==> config.mk <==
export PLATFORM = sky130hd
export DESIGN_NAME = clipped_colorkey_blitter
export DESIGN_NICKNAME = d
export VERILOG_FILES = /design/src/design/cckb_pkg.sv /design/src/design/clipped_colorkey_blitter.sv /design/src/design/cckb_front.sv /design/src/design/cckb_engine.sv
export SDC_FILE = /design/constraint.sdc
export NUM_CORES = 2
export LEC_CHECK = 0
export ABC_CLOCK_PERIOD_IN_PS = 7010
export BUFFER_PORTS_ARGS = -buffer_cell sky130_fd_sc_hd__buf_2
export CORE_AREA = 2 2 280 393
export CTS_BUF_LIST = sky130_fd_sc_hd__clkbuf_16
export CTS_CLUSTER_DIAMETER = 60
export DETAILED_ROUTE_END_ITERATION = 12
export DIE_AREA = 0 0 282 395
export SYNTH_ARGS = -nofsm -noshare
export SYNTH_HDL_FRONTEND = slang
export SYNTH_HIERARCHICAL = 1
export SYNTH_SLANG_ARGS = --single-unit
==> constraint.sdc <==
create_clock -name clock -period 7.01 [get_ports clock]
set_input_delay 0.3505 -clock clock [delete_from_list [all_inputs] [get_ports clock]]
set_output_delay 0.3505 -clock clock [all_outputs]
set_load 0.05 [all_outputs]
==> src/design/cckb_pkg.sv <==
// Shared types, widths and codes for the clipped color-keyed blitter.
// Used by cckb_front, cckb_engine and clipped_colorkey_blitter.
package cckb_pkg;

   // Field and datapath widths
   localparam int COORD_BITS     = 12;
   localparam int OFFSET_BITS    = 24;
   localparam int OUT_OFF_BITS   = 24;
   localparam int SRC_BITS       = 11;
   localparam int PITCH_BITS     = 13;
   localparam int KEY_BITS       = 9;
   localparam int PIX_BITS       = 8;
   localparam int KIND_BITS      = 2;
   localparam int CLIP_BITS      = COORD_BITS + 2;
   localparam int CSR_IDX_BITS   = 3;
   localparam int CSR_DATA_BITS  = 13;
   localparam int REQ_TDATA_BITS = 80;
   localparam int RSP_TDATA_BITS = 88;

   // Input function codes
   localparam logic FUNC_START = 1'b0;
   localparam logic FUNC_PIXEL = 1'b1;

   // Result kinds
   localparam logic [KIND_BITS-1:0] KIND_START = 2'd0;
   localparam logic [KIND_BITS-1:0] KIND_EMPTY = 2'd1;
   localparam logic [KIND_BITS-1:0] KIND_PIXEL = 2'd2;
   localparam logic [KIND_BITS-1:0] KIND_IDLE  = 2'd3;

   // Register indexes
   localparam logic [CSR_IDX_BITS-1:0] REG_DEST_WIDTH  = 3'd0;
   localparam logic [CSR_IDX_BITS-1:0] REG_DEST_HEIGHT = 3'd1;
   localparam logic [CSR_IDX_BITS-1:0] REG_DEST_PITCH  = 3'd2;
   localparam logic [CSR_IDX_BITS-1:0] REG_SRC_PITCH   = 3'd3;
   localparam logic [CSR_IDX_BITS-1:0] REG_COLOR_KEY   = 3'd4;

   // Register reset values
   localparam logic [COORD_BITS-1:0] RST_DEST_WIDTH  = 12'd320;
   localparam logic [COORD_BITS-1:0] RST_DEST_HEIGHT = 12'd200;
   localparam logic [PITCH_BITS-1:0] RST_DEST_PITCH  = 13'd320;
   localparam logic [PITCH_BITS-1:0] RST_SRC_PITCH   = 13'd320;
   localparam logic [KEY_BITS-1:0]   RST_COLOR_KEY   = 9'h1FF;

   typedef struct packed {
      logic [COORD_BITS-1:0] dest_width;
      logic [COORD_BITS-1:0] dest_height;
      logic [PITCH_BITS-1:0] dest_pitch;
      logic [PITCH_BITS-1:0] src_pitch;
      logic [KEY_BITS-1:0]   color_key;
   } cfg_type;

   // Unpacked request transaction
   typedef struct packed {
      logic                  func;
      logic [COORD_BITS-1:0] dst_x;
      logic [COORD_BITS-1:0] dst_y;
      logic [SRC_BITS-1:0]   src_x;
      logic [SRC_BITS-1:0]   src_y;
      logic [SRC_BITS-1:0]   rect_width;
      logic [SRC_BITS-1:0]   rect_height;
      logic                  use_key;
      logic [PIX_BITS-1:0]   pixel;
   } req_item_type;

   // Item after clipping, held in the front register
   typedef struct packed {
      logic                func;
      logic                empty;
      logic                use_key;
      logic [PIX_BITS-1:0] pixel;
      logic [SRC_BITS-1:0] x;
      logic [SRC_BITS-1:0] y;
      logic [SRC_BITS:0]   sx;
      logic [SRC_BITS:0]   sy;
      logic [SRC_BITS-1:0] w;
      logic [SRC_BITS-1:0] h;
   } front_item_type;

   typedef struct packed {
      logic [KIND_BITS-1:0]    kind;
      logic [OUT_OFF_BITS-1:0] dest_offset;
      logic [OUT_OFF_BITS-1:0] src_offset;
      logic                    write_enable;
      logic [PIX_BITS-1:0]     pixel_out;
      logic [COORD_BITS-1:0]   clip_width;
      logic [COORD_BITS-1:0]   clip_height;
      logic                    last;
   } rsp_item_type;

endpackage

==> src/design/clipped_colorkey_blitter.sv <==
// Clipped color-keyed 8bpp rectangle copy engine, top level.
// Use: a req_ transaction with tuser 0 starts a blit (position, source
// rectangle, keying flag); it is clipped against dest_width/dest_height
// and answered with kind 0 (clipped start offsets and size) or kind 1
// (empty, tlast set). Each req_ transaction with tuser 1 carries one
// source pixel and is answered with kind 2: destination and source byte
// offsets in row-major order and a write enable that drops for keyed
// pixels; tlast marks the final pixel. A pixel while idle yields kind 3.
// A start during a running blit drops that blit.
// Pipeline: a request is accepted into the front register (with clipping),
// then passes through the engine into the result register, which drives
// rsp_tvalid; a stall on rsp_tready can hold it in between. Throughput:
// one transaction per cycle while rsp_tready stays high, set by the
// combinational start multiply and the per-pixel offset add in the engine.
// Stall: while rsp_tready is low the result register holds and one more
// transaction is kept in the front register; req_tready then drops.
// Reset: clears both stages and the run; registers return to 320 x 200,
// pitches 320, color key disabled. csr_ writes are always accepted.
// Depends on cckb_pkg, cckb_front and cckb_engine.
module clipped_colorkey_blitter
   import cckb_pkg::*;
(
   input  logic                      clock,
   input  logic                      reset,
   // Request channel
   input  logic                      req_tvalid,
   output logic                      req_tready,
   // dst_x[11:0] dst_y[23:12] src_x[34:24] src_y[45:35] rect_width[56:46]
   // rect_height[67:57] use_key[68] pixel[76:69] zero[79:77]
   input  logic [REQ_TDATA_BITS-1:0] req_tdata,
   // func[0]
   input  logic                      req_tuser,
   // Result channel
   output logic                      rsp_tvalid,
   input  logic                      rsp_tready,
   // dest_offset[23:0] src_offset[47:24] write_enable[48] pixel_out[56:49]
   // clip_width[68:57] clip_height[80:69] zero[87:81]
   output logic [RSP_TDATA_BITS-1:0] rsp_tdata,
   // kind[1:0]
   output logic [KIND_BITS-1:0]      rsp_tuser,
   output logic                      rsp_tlast,
   // Configuration write channel
   input  logic                      csr_valid,
   output logic                      csr_ready,
   input  logic [CSR_IDX_BITS-1:0]   csr_index,
   input  logic [CSR_DATA_BITS-1:0]  csr_data
);

   cfg_type        cfg_ff;
   req_item_type   req_item;
   front_item_type front_item;
   rsp_item_type   eng_rsp;
   rsp_item_type   rsp_ff;
   logic           front_valid_ff, front_valid_in;
   logic           rsp_valid_ff, rsp_valid_in;
   logic           req_accept, rsp_load, eng_active;

   // Configuration registers
   assign csr_ready = 1'b1;

   always_ff @(posedge clock) begin
      if (reset) begin
         cfg_ff.dest_width  <= RST_DEST_WIDTH;
         cfg_ff.dest_height <= RST_DEST_HEIGHT;
         cfg_ff.dest_pitch  <= RST_DEST_PITCH;
         cfg_ff.src_pitch   <= RST_SRC_PITCH;
         cfg_ff.color_key   <= RST_COLOR_KEY;
      end else if (csr_valid && csr_ready) begin
         case (csr_index)
            REG_DEST_WIDTH:  cfg_ff.dest_width  <= csr_data[COORD_BITS-1:0];
            REG_DEST_HEIGHT: cfg_ff.dest_height <= csr_data[COORD_BITS-1:0];
            REG_DEST_PITCH:  cfg_ff.dest_pitch  <= csr_data;
            REG_SRC_PITCH:   cfg_ff.src_pitch   <= csr_data;
            REG_COLOR_KEY:   cfg_ff.color_key   <= csr_data[KEY_BITS-1:0];
            default: ;
         endcase
      end
   end

   // Unpack the request transaction
   always_comb begin
      req_item.func        = req_tuser;
      req_item.dst_x       = req_tdata[11:0];
      req_item.dst_y       = req_tdata[23:12];
      req_item.src_x       = req_tdata[34:24];
      req_item.src_y       = req_tdata[45:35];
      req_item.rect_width  = req_tdata[56:46];
      req_item.rect_height = req_tdata[67:57];
      req_item.use_key     = req_tdata[68];
      req_item.pixel       = req_tdata[76:69];
   end

   // Pipeline handshake: advance front into result when result frees up
   assign rsp_load   = front_valid_ff && (!rsp_valid_ff || rsp_tready);
   assign req_tready = !front_valid_ff || rsp_load;
   assign req_accept = req_tvalid && req_tready;

   always_comb begin
      front_valid_in = front_valid_ff;
      if (req_accept) begin
         front_valid_in = 1'b1;
      end else if (rsp_load) begin
         front_valid_in = 1'b0;
      end
      rsp_valid_in = rsp_valid_ff;
      if (rsp_load) begin
         rsp_valid_in = 1'b1;
      end else if (rsp_tready) begin
         rsp_valid_in = 1'b0;
      end
   end

   always_ff @(posedge clock) begin
      if (reset) begin
         front_valid_ff <= 1'b0;
         rsp_valid_ff   <= 1'b0;
      end else begin
         front_valid_ff <= front_valid_in;
         rsp_valid_ff   <= rsp_valid_in;
      end
   end

   cckb_front u_front (
      .clock   (clock),
      .load    (req_accept),
      .cfg     (cfg_ff),
      .req     (req_item),
      .item_ff (front_item)
   );

   cckb_engine u_engine (
      .clock  (clock),
      .reset  (reset),
      .cfg    (cfg_ff),
      .item   (front_item),
      .step   (rsp_load),
      .rsp    (eng_rsp),
      .active (eng_active)
   );

   // Result register
   always_ff @(posedge clock) begin
      if (rsp_load) begin
         rsp_ff <= eng_rsp;
      end
   end

   assign rsp_tvalid = rsp_valid_ff;
   assign rsp_tuser  = rsp_ff.kind;
   assign rsp_tlast  = rsp_ff.last;
   assign rsp_tdata  = {7'b0, rsp_ff.clip_height, rsp_ff.clip_width, rsp_ff.pixel_out,
                        rsp_ff.write_enable, rsp_ff.src_offset, rsp_ff.dest_offset};

   // An empty blit always closes the run
   a_empty_last: assert property (@(posedge clock) disable iff (reset)
      rsp_tvalid && (rsp_tuser == KIND_EMPTY) |-> rsp_tlast)
      else $error("empty blit result without tlast");

   // A final pixel leaves the engine idle
   a_last_idle: assert property (@(posedge clock) disable iff (reset)
      rsp_load && (eng_rsp.kind == KIND_PIXEL) && eng_rsp.last |=> !eng_active)
      else $error("engine still active after final pixel");

   // A started blit has a non-empty clipped size
   a_start_size: assert property (@(posedge clock) disable iff (reset)
      rsp_tvalid && (rsp_tuser == KIND_START) |->
         (rsp_ff.clip_width != '0) && (rsp_ff.clip_height != '0))
      else $error("started blit with empty clipped size");

   // A pixel while idle writes nothing and closes nothing
   a_idle_quiet: assert property (@(posedge clock) disable iff (reset)
      rsp_tvalid && (rsp_tuser == KIND_IDLE) |-> !rsp_ff.write_enable && !rsp_tlast)
      else $error("idle pixel result with write enable or tlast");

endmodule

==> src/design/cckb_front.sv <==
// Front stage: clips a start transaction against the destination and
// registers the item. Depends on cckb_pkg.
module cckb_front
   import cckb_pkg::*;
(
   input  logic           clock,
   input  logic           load,
   input  cfg_type        cfg,
   input  req_item_type   req,
   output front_item_type item_ff
);

   logic signed [CLIP_BITS-1:0] x0, y0, w0, h0;
   logic signed [CLIP_BITS-1:0] x1, y1, w1, h1, sx1, sy1;
   logic signed [CLIP_BITS-1:0] w2, h2, dw, dh;
   front_item_type              item_in;

   // Clip top/left by moving the source origin, then right/bottom
   always_comb begin
      x0  = CLIP_BITS'(signed'(req.dst_x));
      y0  = CLIP_BITS'(signed'(req.dst_y));
      w0  = signed'(CLIP_BITS'(req.rect_width));
      h0  = signed'(CLIP_BITS'(req.rect_height));
      sx1 = signed'(CLIP_BITS'(req.src_x));
      sy1 = signed'(CLIP_BITS'(req.src_y));
      dw  = signed'(CLIP_BITS'(cfg.dest_width));
      dh  = signed'(CLIP_BITS'(cfg.dest_height));
      x1  = x0;
      y1  = y0;
      w1  = w0;
      h1  = h0;
      if (y0 < 0) begin
         sy1 = sy1 - y0;
         h1  = h0 + y0;
         y1  = '0;
      end
      if (x0 < 0) begin
         sx1 = sx1 - x0;
         w1  = w0 + x0;
         x1  = '0;
      end
      w2 = w1;
      h2 = h1;
      if (x1 + w1 > dw) begin
         w2 = dw - x1;
      end
      if (y1 + h1 > dh) begin
         h2 = dh - y1;
      end

      item_in.func    = req.func;
      item_in.empty   = (w2 <= 0) || (h2 <= 0);
      item_in.use_key = req.use_key;
      item_in.pixel   = req.pixel;
      item_in.x       = SRC_BITS'(x1);
      item_in.y       = SRC_BITS'(y1);
      item_in.sx      = (SRC_BITS+1)'(sx1);
      item_in.sy      = (SRC_BITS+1)'(sy1);
      item_in.w       = SRC_BITS'(w2);
      item_in.h       = SRC_BITS'(h2);
   end

   // Hold the item until the engine takes it
   always_ff @(posedge clock) begin
      if (load) begin
         item_ff <= item_in;
      end
   end

endmodule

==> src/design/cckb_engine.sv <==
// Blit engine: run state, start offsets and per-pixel offset stepping.
// Depends on cckb_pkg; driven by the front register of cckb_front.
module cckb_engine
   import cckb_pkg::*;
(
   input  logic           clock,
   input  logic           reset,
   input  cfg_type        cfg,
   input  front_item_type item,
   input  logic           step,
   output rsp_item_type   rsp,
   output logic           active
);

   localparam int DPROD_BITS = SRC_BITS + PITCH_BITS;
   localparam int SPROD_BITS = SRC_BITS + 1 + PITCH_BITS;

   logic                   active_ff, active_in;
   logic                   keying_ff, keying_in;
   logic [OFFSET_BITS-1:0] dbase_ff, dbase_in;
   logic [OFFSET_BITS-1:0] sbase_ff, sbase_in;
   logic [SRC_BITS-1:0]    column_ff, column_in;
   logic [SRC_BITS-1:0]    row_ff, row_in;
   logic [SRC_BITS-1:0]    run_w_ff, run_w_in;
   logic [SRC_BITS-1:0]    run_h_ff, run_h_in;

   logic [DPROD_BITS-1:0]  dprod;
   logic [SPROD_BITS-1:0]  sprod;
   logic [OFFSET_BITS-1:0] d0, s0, dpix, spix;
   logic [SRC_BITS:0]      column_inc, row_inc;
   logic                   skip;

   // Start offsets: row times pitch plus column
   assign dprod = DPROD_BITS'(item.y) * DPROD_BITS'(cfg.dest_pitch);
   assign sprod = SPROD_BITS'(item.sy) * SPROD_BITS'(cfg.src_pitch);
   assign d0    = OFFSET_BITS'(dprod) + OFFSET_BITS'(item.x);
   assign s0    = OFFSET_BITS'(sprod) + OFFSET_BITS'(item.sx);

   // Pixel offsets and keying
   assign dpix       = dbase_ff + OFFSET_BITS'(column_ff);
   assign spix       = sbase_ff + OFFSET_BITS'(column_ff);
   assign column_inc = (SRC_BITS+1)'(column_ff) + 1'b1;
   assign row_inc    = (SRC_BITS+1)'(row_ff) + 1'b1;
   assign skip       = keying_ff && !cfg.color_key[KEY_BITS-1]
                       && (item.pixel == cfg.color_key[PIX_BITS-1:0]);

   always_comb begin
      rsp       = '0;
      active_in = active_ff;
      keying_in = keying_ff;
      dbase_in  = dbase_ff;
      sbase_in  = sbase_ff;
      column_in = column_ff;
      row_in    = row_ff;
      run_w_in  = run_w_ff;
      run_h_in  = run_h_ff;
      case (item.func)
         FUNC_START: begin
            if (item.empty) begin
               rsp.kind  = KIND_EMPTY;
               rsp.last  = 1'b1;
               active_in = 1'b0;
            end else begin
               rsp.kind        = KIND_START;
               rsp.dest_offset = OUT_OFF_BITS'(d0);
               rsp.src_offset  = OUT_OFF_BITS'(s0);
               rsp.clip_width  = COORD_BITS'(item.w);
               rsp.clip_height = COORD_BITS'(item.h);
               active_in       = 1'b1;
               keying_in       = item.use_key;
               dbase_in        = d0;
               sbase_in        = s0;
               column_in       = '0;
               row_in          = '0;
               run_w_in        = item.w;
               run_h_in        = item.h;
            end
         end
         default: begin
            if (!active_ff) begin
               rsp.kind = KIND_IDLE;
            end else begin
               rsp.kind         = KIND_PIXEL;
               rsp.dest_offset  = OUT_OFF_BITS'(dpix);
               rsp.src_offset   = OUT_OFF_BITS'(spix);
               rsp.write_enable = !skip;
               rsp.pixel_out    = item.pixel;
               column_in        = SRC_BITS'(column_inc);
               // Advance to the next row at the end of a row
               if (column_inc >= (SRC_BITS+1)'(run_w_ff)) begin
                  column_in = '0;
                  row_in    = SRC_BITS'(row_inc);
                  dbase_in  = dbase_ff + OFFSET_BITS'(cfg.dest_pitch);
                  sbase_in  = sbase_ff + OFFSET_BITS'(cfg.src_pitch);
                  if (row_inc >= (SRC_BITS+1)'(run_h_ff)) begin
                     active_in = 1'b0;
                     row_in    = '0;
                     rsp.last  = 1'b1;
                  end
               end
            end
         end
      endcase
   end

   // Run control
   always_ff @(posedge clock) begin
      if (reset) begin
         active_ff <= 1'b0;
      end else if (step) begin
         active_ff <= active_in;
      end
   end

   // Run payload
   always_ff @(posedge clock) begin
      if (step) begin
         keying_ff <= keying_in;
         dbase_ff  <= dbase_in;
         sbase_ff  <= sbase_in;
         column_ff <= column_in;
         row_ff    <= row_in;
         run_w_ff  <= run_w_in;
         run_h_ff  <= run_h_in;
      end
   end

   assign active = active_ff;

endmodule

Word-level counts from Yosys, hierarchy flattened
Index checks and enable logic that the tools add are counted.

storage, ports and cells
  register bits = 318
  word-level logic and storage cells = 140
  output and inout bits = 94
  input port bits = 102

operators by class
  equal/unequal tests = 8
  reduce and logical (&&, ||, !) cells = 24
  magnitude comparators = 8
  multiplexer cells = 43
  bitwise operators = 2
  $mul = 2
  $add $sub $neg = 16

operator list
  operator                                                                count
  24-bit two-way mux                                                      8
  11-bit two-way mux                                                      10
  14-bit two-way mux                                                      6
  24-bit by 11-bit adder with 24-bit output                               3
  57-bit two-way mux                                                      1
  50-bit two-way mux                                                      1
  24-bit by 13-bit adder with 24-bit output                               2
  48-bit two-way mux                                                      1
  14-bit adder                                                            2
  14-bit by 13-bit greater-than comparator with 1-bit output              2
  14-bit by 1-bit <= comparator with 1-bit output, second input constant  2
  13-bit by 14-bit subtractor with 14-bit output                          2
  12-bit by 12-bit adder with 13-bit output                               2
  11-bit by 1-bit adder with 12-bit output, second input constant         2
  24-bit by 12-bit adder with 24-bit output                               1
  12-bit by 11-bit greater-or-equal comparator with 1-bit output          2
  12-bit by 1-bit < comparator with 1-bit output, second input constant   2
  11-bit by 13-bit multiplier with 24-bit output                          1
  12-bit by 13-bit multiplier with 24-bit output                          1
  12-bit subtractor                                                       2
  1-bit two-way mux                                                       16
  2-bit AND reduction                                                     6
  8-bit equality test                                                     1
  3-bit by 2-bit equality test with 1-bit output, second input constant   2
  other kinds (12)                                                        25

Depth between registers and ports, before layout
  depth in word-level cells = 7
  gate-level depth with buffers = 26

Hierarchy
Netlist, hierarchy kept.

modules (own cells, without submodules)
  module                    instances  sequential area each (um2)  cells each  area each (um2)
  cckb_engine               1          2812.7                      2188        18955.7
  cckb_front                1          2372.3                      919         8210.4
  clipped_colorkey_blitter  1          3743.6                      325         5022.3

Least setup slack after synthesis
Ideal clock, no wire load.

  kind = input-to-reg
  from = input req_tdata[46]
  to = register u_front/item_ff[16] in the netlist's numbering, data pin
  setup slack = 1.503 ns
  path buffers = 1
  stages on the path = 25
  data arrival time = 5.247 ns
  data required time = 6.750 ns
  path through = ha_1 inv_1 fa_1 nand2b_1 a21oi_1 o22ai_1 xnor2_1 mux2i_1 inv_1 ha_1 a21o_1 or4_1 o2111ai_1 nor2b_1 xnor2_1 ha_1 nand4_1 or3_1 o21ai_0 a31oi_1 o21ba_2 o221ai_1 a22oi_2 buf_2 mux2_2

RTL lines
  element               RTL line                        RTL
  from (decl)           clipped_colorkey_blitter.sv:30  input logic [REQ_TDATA_BITS-1:0] req_tdata,
  to (signal assigned)  cckb_front.sv:66                item_ff <= item_in;
  to (decl)             cckb_front.sv:10                output front_item_type item_ff

==> flow_summary.toml <==
[logic_synthesis]
synth_top_flop_cell = "sky130_fd_sc_hd__edfxtp_1"
synth.ff_latch_count = 318
synth-edff-count = 256
post_synth_inst_count = 3432
synth.lib_cells_used.distinct = 99
async_flop_share = 0
yosysMostFrequentCell = "sky130_fd_sc_hd__inv_1"
cell_types_with_the_highest_counts_after_synthesis = "519 x sky130_fd_sc_hd__inv_1, 346 x sky130_fd_sc_hd__nand2_1, 317 x sky130_fd_sc_hd__ha_1"
share_of_yosys_cell_area_claimed_by_the_top_area_cell_type = 0.239
synth.largest_area_cell = "sky130_fd_sc_hd__edfxtp_1"
yosys_warnings = 6
syn_avg_cell_area_um2 = 9.38
post_synth_instance_area_mm2 = 0.0322
synth-seq-area-share = 0.277
ys_top_cells_by_area = "sky130_fd_sc_hd__edfxtp_1 24%, sky130_fd_sc_hd__fa_1 15%, sky130_fd_sc_hd__ha_1 12%"

[timing]
timing.clock.skew_ns = 0.0232
fin_hold_ws_ns = 0.0618
final_worst_path_cycle_share = 0.852
tightest_slew_ns = 1.04
final-hold-violation-count = 0
min_period_ns = 5.97
max_freq_mhz = 168
rsz0062_at_grt = "false"
worst_slew_margin_relative_to_its_limit = 0.302
post_route_worst_setup_slack_ns = 1.04
finalMaxSlewViolations = 0
accumulated_negative_setup_slack_ns = 0
final-setup-viol-count = 0

[clock_network]
cts_inserted_buffers = 42
number_of_buffers_inserted_by_hold_repair_at_cts = 12
clock-sinks = 318
clk_path_buf_depth = 3
cts_setup_buffers = 0
cts_tree = "built"
clk_pin_slew_ns = 0.07
cts-resized-gates = 0
clock_tree.root_cell = "sky130_fd_sc_hd__clkbuf_16"
clock_tree.htree_level_count = 2
skew_pair_late_insertion_delay_ns = 0.61

[power]
vdd_drop_max_v = 0.000156
power.share.clock = 0.309
seqPwrFrac = 0.326
static-leakage-power_nw = 16.4
combPwrFrac = 0.364
power-per-cell-area_mw_per_mm2 = 200
netSwitchingPower_mw = 2.78
internal_dissipation_mw = 4.46
switching_portion_of_total_power = 0.385
power.total_mw = 7.24

[detailed_routing]
routedWlPerCell_um = 19.0
count_of_unresolved_drc_violations_after_routing = 0
detail_route.iter0.violations = 1471
detail-route-antenna-nets = 0
via_count = 25100
avgViaCountPerCell = 4.95
drt_wl_total_um = 96500
detailedRoute.firstPassIterationCount = 5

[hold_path]
worstHoldPathCells = 3
worstHoldPathType = "in2reg"

[critical_path]
critPathMaxFanout = 14
arrival_ns = 6.29
worstSetupStartpointType = "register"
type_of_element_capturing_the_critical_path = "register"
cp_data_required_time_ns = 7.33
path_class = "reg2reg"
worst-r2r-cell-count = 18

[grt]
global_route_overflow = 0
track_usage = 0.172
antenna_violations_before_repair = 20
vias_in_the_first_global_route = 25700
first_pass_grt_wire_length_um = 148000
grt_start_max_net_pins = 62

[floorplan]
die_area_mm2 = 0.111
fp.dieH_um = 395
top_level_ports = 196
rows = 143
die_w_um = 282
core_mm2 = 0.108
initial_utilization = 0.298

[final_layout]
design.final.nets = 4237
finish.utilization = 0.336
drive_gt1_frac = 0.0955
syn2layout_area_growth_pct = 12.5

[placed_design]
numPortBuffers = 184
post-dp-hpwl_um = 76600
placement.setup.worst_slack_ns = 0.611
gpl.final_weighted_congestion = 0.882

[run_status]
run_status = "complete, no violations"

[flow_run]
max_cap_viol_count = 0
[worst max-delay path, stage by stage (launching register included)]
cell and delay [ns]:
sky130_fd_sc_hd__dfxtp_1 0.80, sky130_fd_sc_hd__and2_1 0.26, sky130_fd_sc_hd__fa_1 0.39, sky130_fd_sc_hd__inv_1 0.08, sky130_fd_sc_hd__fa_1 0.42, sky130_fd_sc_hd__inv_1 0.09
sky130_fd_sc_hd__fa_1 0.45, sky130_fd_sc_hd__fa_1 0.49, sky130_fd_sc_hd__inv_1 0.05, sky130_fd_sc_hd__fa_1 0.52, sky130_fd_sc_hd__inv_1 0.04, sky130_fd_sc_hd__ha_1 0.35
sky130_fd_sc_hd__a2111oi_0 0.37, sky130_fd_sc_hd__o21ai_1 0.19, sky130_fd_sc_hd__a41oi_2 0.31, sky130_fd_sc_hd__o211ai_1 0.14, sky130_fd_sc_hd__a31oi_1 0.21, sky130_fd_sc_hd__xor2_1 0.34
sky130_fd_sc_hd__o22ai_1 0.17
[power by group through the flow]
stage	Combinational, mW	Sequential [mW]	Clock (mW)
final	2.64	2.36	2.24
after global routing	2.93	2.37	2.36
after CTS	2.63	2.36	2.30
after detailed placement	2.61	2.40	0
after global placement	2.59	2.40	0
after floorplan	1.79	2.41	0
[cell usage in the layout (no fill, tap or decap), drive strengths merged, types with 10 or more instances in the layout]
| cell | instances |
|---|---|
| nand2 | 346 |
| o22ai | 27 |
| xnor2 | 107 |
| and2 | 171 |
| a21o | 54 |
| nor2b | 45 |
| inv | 533 |
| mux2 | 21 |
| nand3 | 38 |
| dfxtp | 62 |
| a211oi | 39 |
| and3 | 39 |
| o31ai | 22 |
| nor2 | 153 |
| nor3 | 42 |
| xor2 | 74 |
| o211ai | 23 |
| ha | 317 |
| clkbuf | 43 |
| o21bai | 17 |
| a21oi | 114 |
| fa | 241 |
| o21a | 45 |
| a21boi | 12 |
| edfxtp | 256 |
| a31oi | 17 |
| nand2b | 71 |
| dlygate4sd3 | 12 |
| buf | 216 |
| conb | 10 |
| o21ai | 132 |
| a211o | 14 |
| clkinv | 18 |
| nand4 | 24 |
| or2 | 12 |
| mux2i | 90 |
[cells by family (layout without fill, tap and decap cells)]
| family | after synthesis | in the layout | share of synthesized area |
|---|---|---|---|
| AO/OA/AOI/OAI | 602 | 602 | 0.128 |
| adder cells (fa/ha/maj) | 558 | 558 | 0.273 |
| XOR/XNOR | 181 | 181 | 0.0492 |
| other | 3 | 17 | 0.000350 |
| flip-flops | 318 | 318 | 0.277 |
| AND/OR/NAND/NOR | 1004 | 1004 | 0.157 |
| multiplexers | 111 | 111 | 0.0353 |
| buffers and inverters | 655 | 827 | 0.0789 |
[per-layer routing]
metal  up-vias  wire [um]  GRT usage
li1      11900          -          -
met1     12300      41700      0.221
met2       720      45900      0.293
met3       166       5560     0.0269
met4        14       3180     0.0563
met5         -         92          0
[per-stage QoR]
step                      std cells  cell area [um^2]
after floorplan                3439             32200
after global placement         4971             34600
after detailed placement       4971             34600
after CTS                      5061             36200
after global routing           5063             36200
final                          5068             36200
[final cells by class]
cell class / instances / area (um^2)
tap: 1450 / 1810
clock buffer: 43 / 1080
multi-input combinational: 2466 / 20800
timing repair buffer: 228 / 1280
sequential: 318 / 8930
fill: 11100 / 71700
antenna: 7 / 17.5
inverter: 521 / 1960
clock inverter: 35 / 362
[sequential cells by signal, indices dropped and copies added, names as in the netlist]
| signal | flops |
|---|---|
| cfg_ff | 59 |
| front_valid_ff | 1 |
| rsp_tdata | 81 |
| rsp_tlast | 1 |
| rsp_tuser | 2 |
| rsp_tvalid | 1 |
| u_engine/active | 1 |
| u_engine/column_ff | 11 |
| u_engine/dbase_ff | 24 |
| u_engine/keying_ff | 1 |
| u_engine/row_ff | 11 |
| u_engine/run_h_ff | 11 |
| u_engine/run_w_ff | 11 |
| u_engine/sbase_ff | 24 |
| u_front/item_ff | 79 |
[final timing paths]
kind / startpoint / endpoint / slack [ns]
setup / recovery: cfg_ff[16]$_SDFFE_PP0P_ / rsp_tdata[44]$_DFFE_PP_ / 1.04
hold / removal: rsp_tready / rsp_tvalid$_SDFFE_PP0P_ / 0.06
setup reg to reg: cfg_ff[16]$_SDFFE_PP0P_ / rsp_tdata[44]$_DFFE_PP_ / 1.04
hold reg to reg: u_front/item_ff[76]$_DFFE_PP_ / u_engine/keying_ff$_DFFE_PP_ / 0.42
Note: power is estimated with default switching activity, not from simulation.
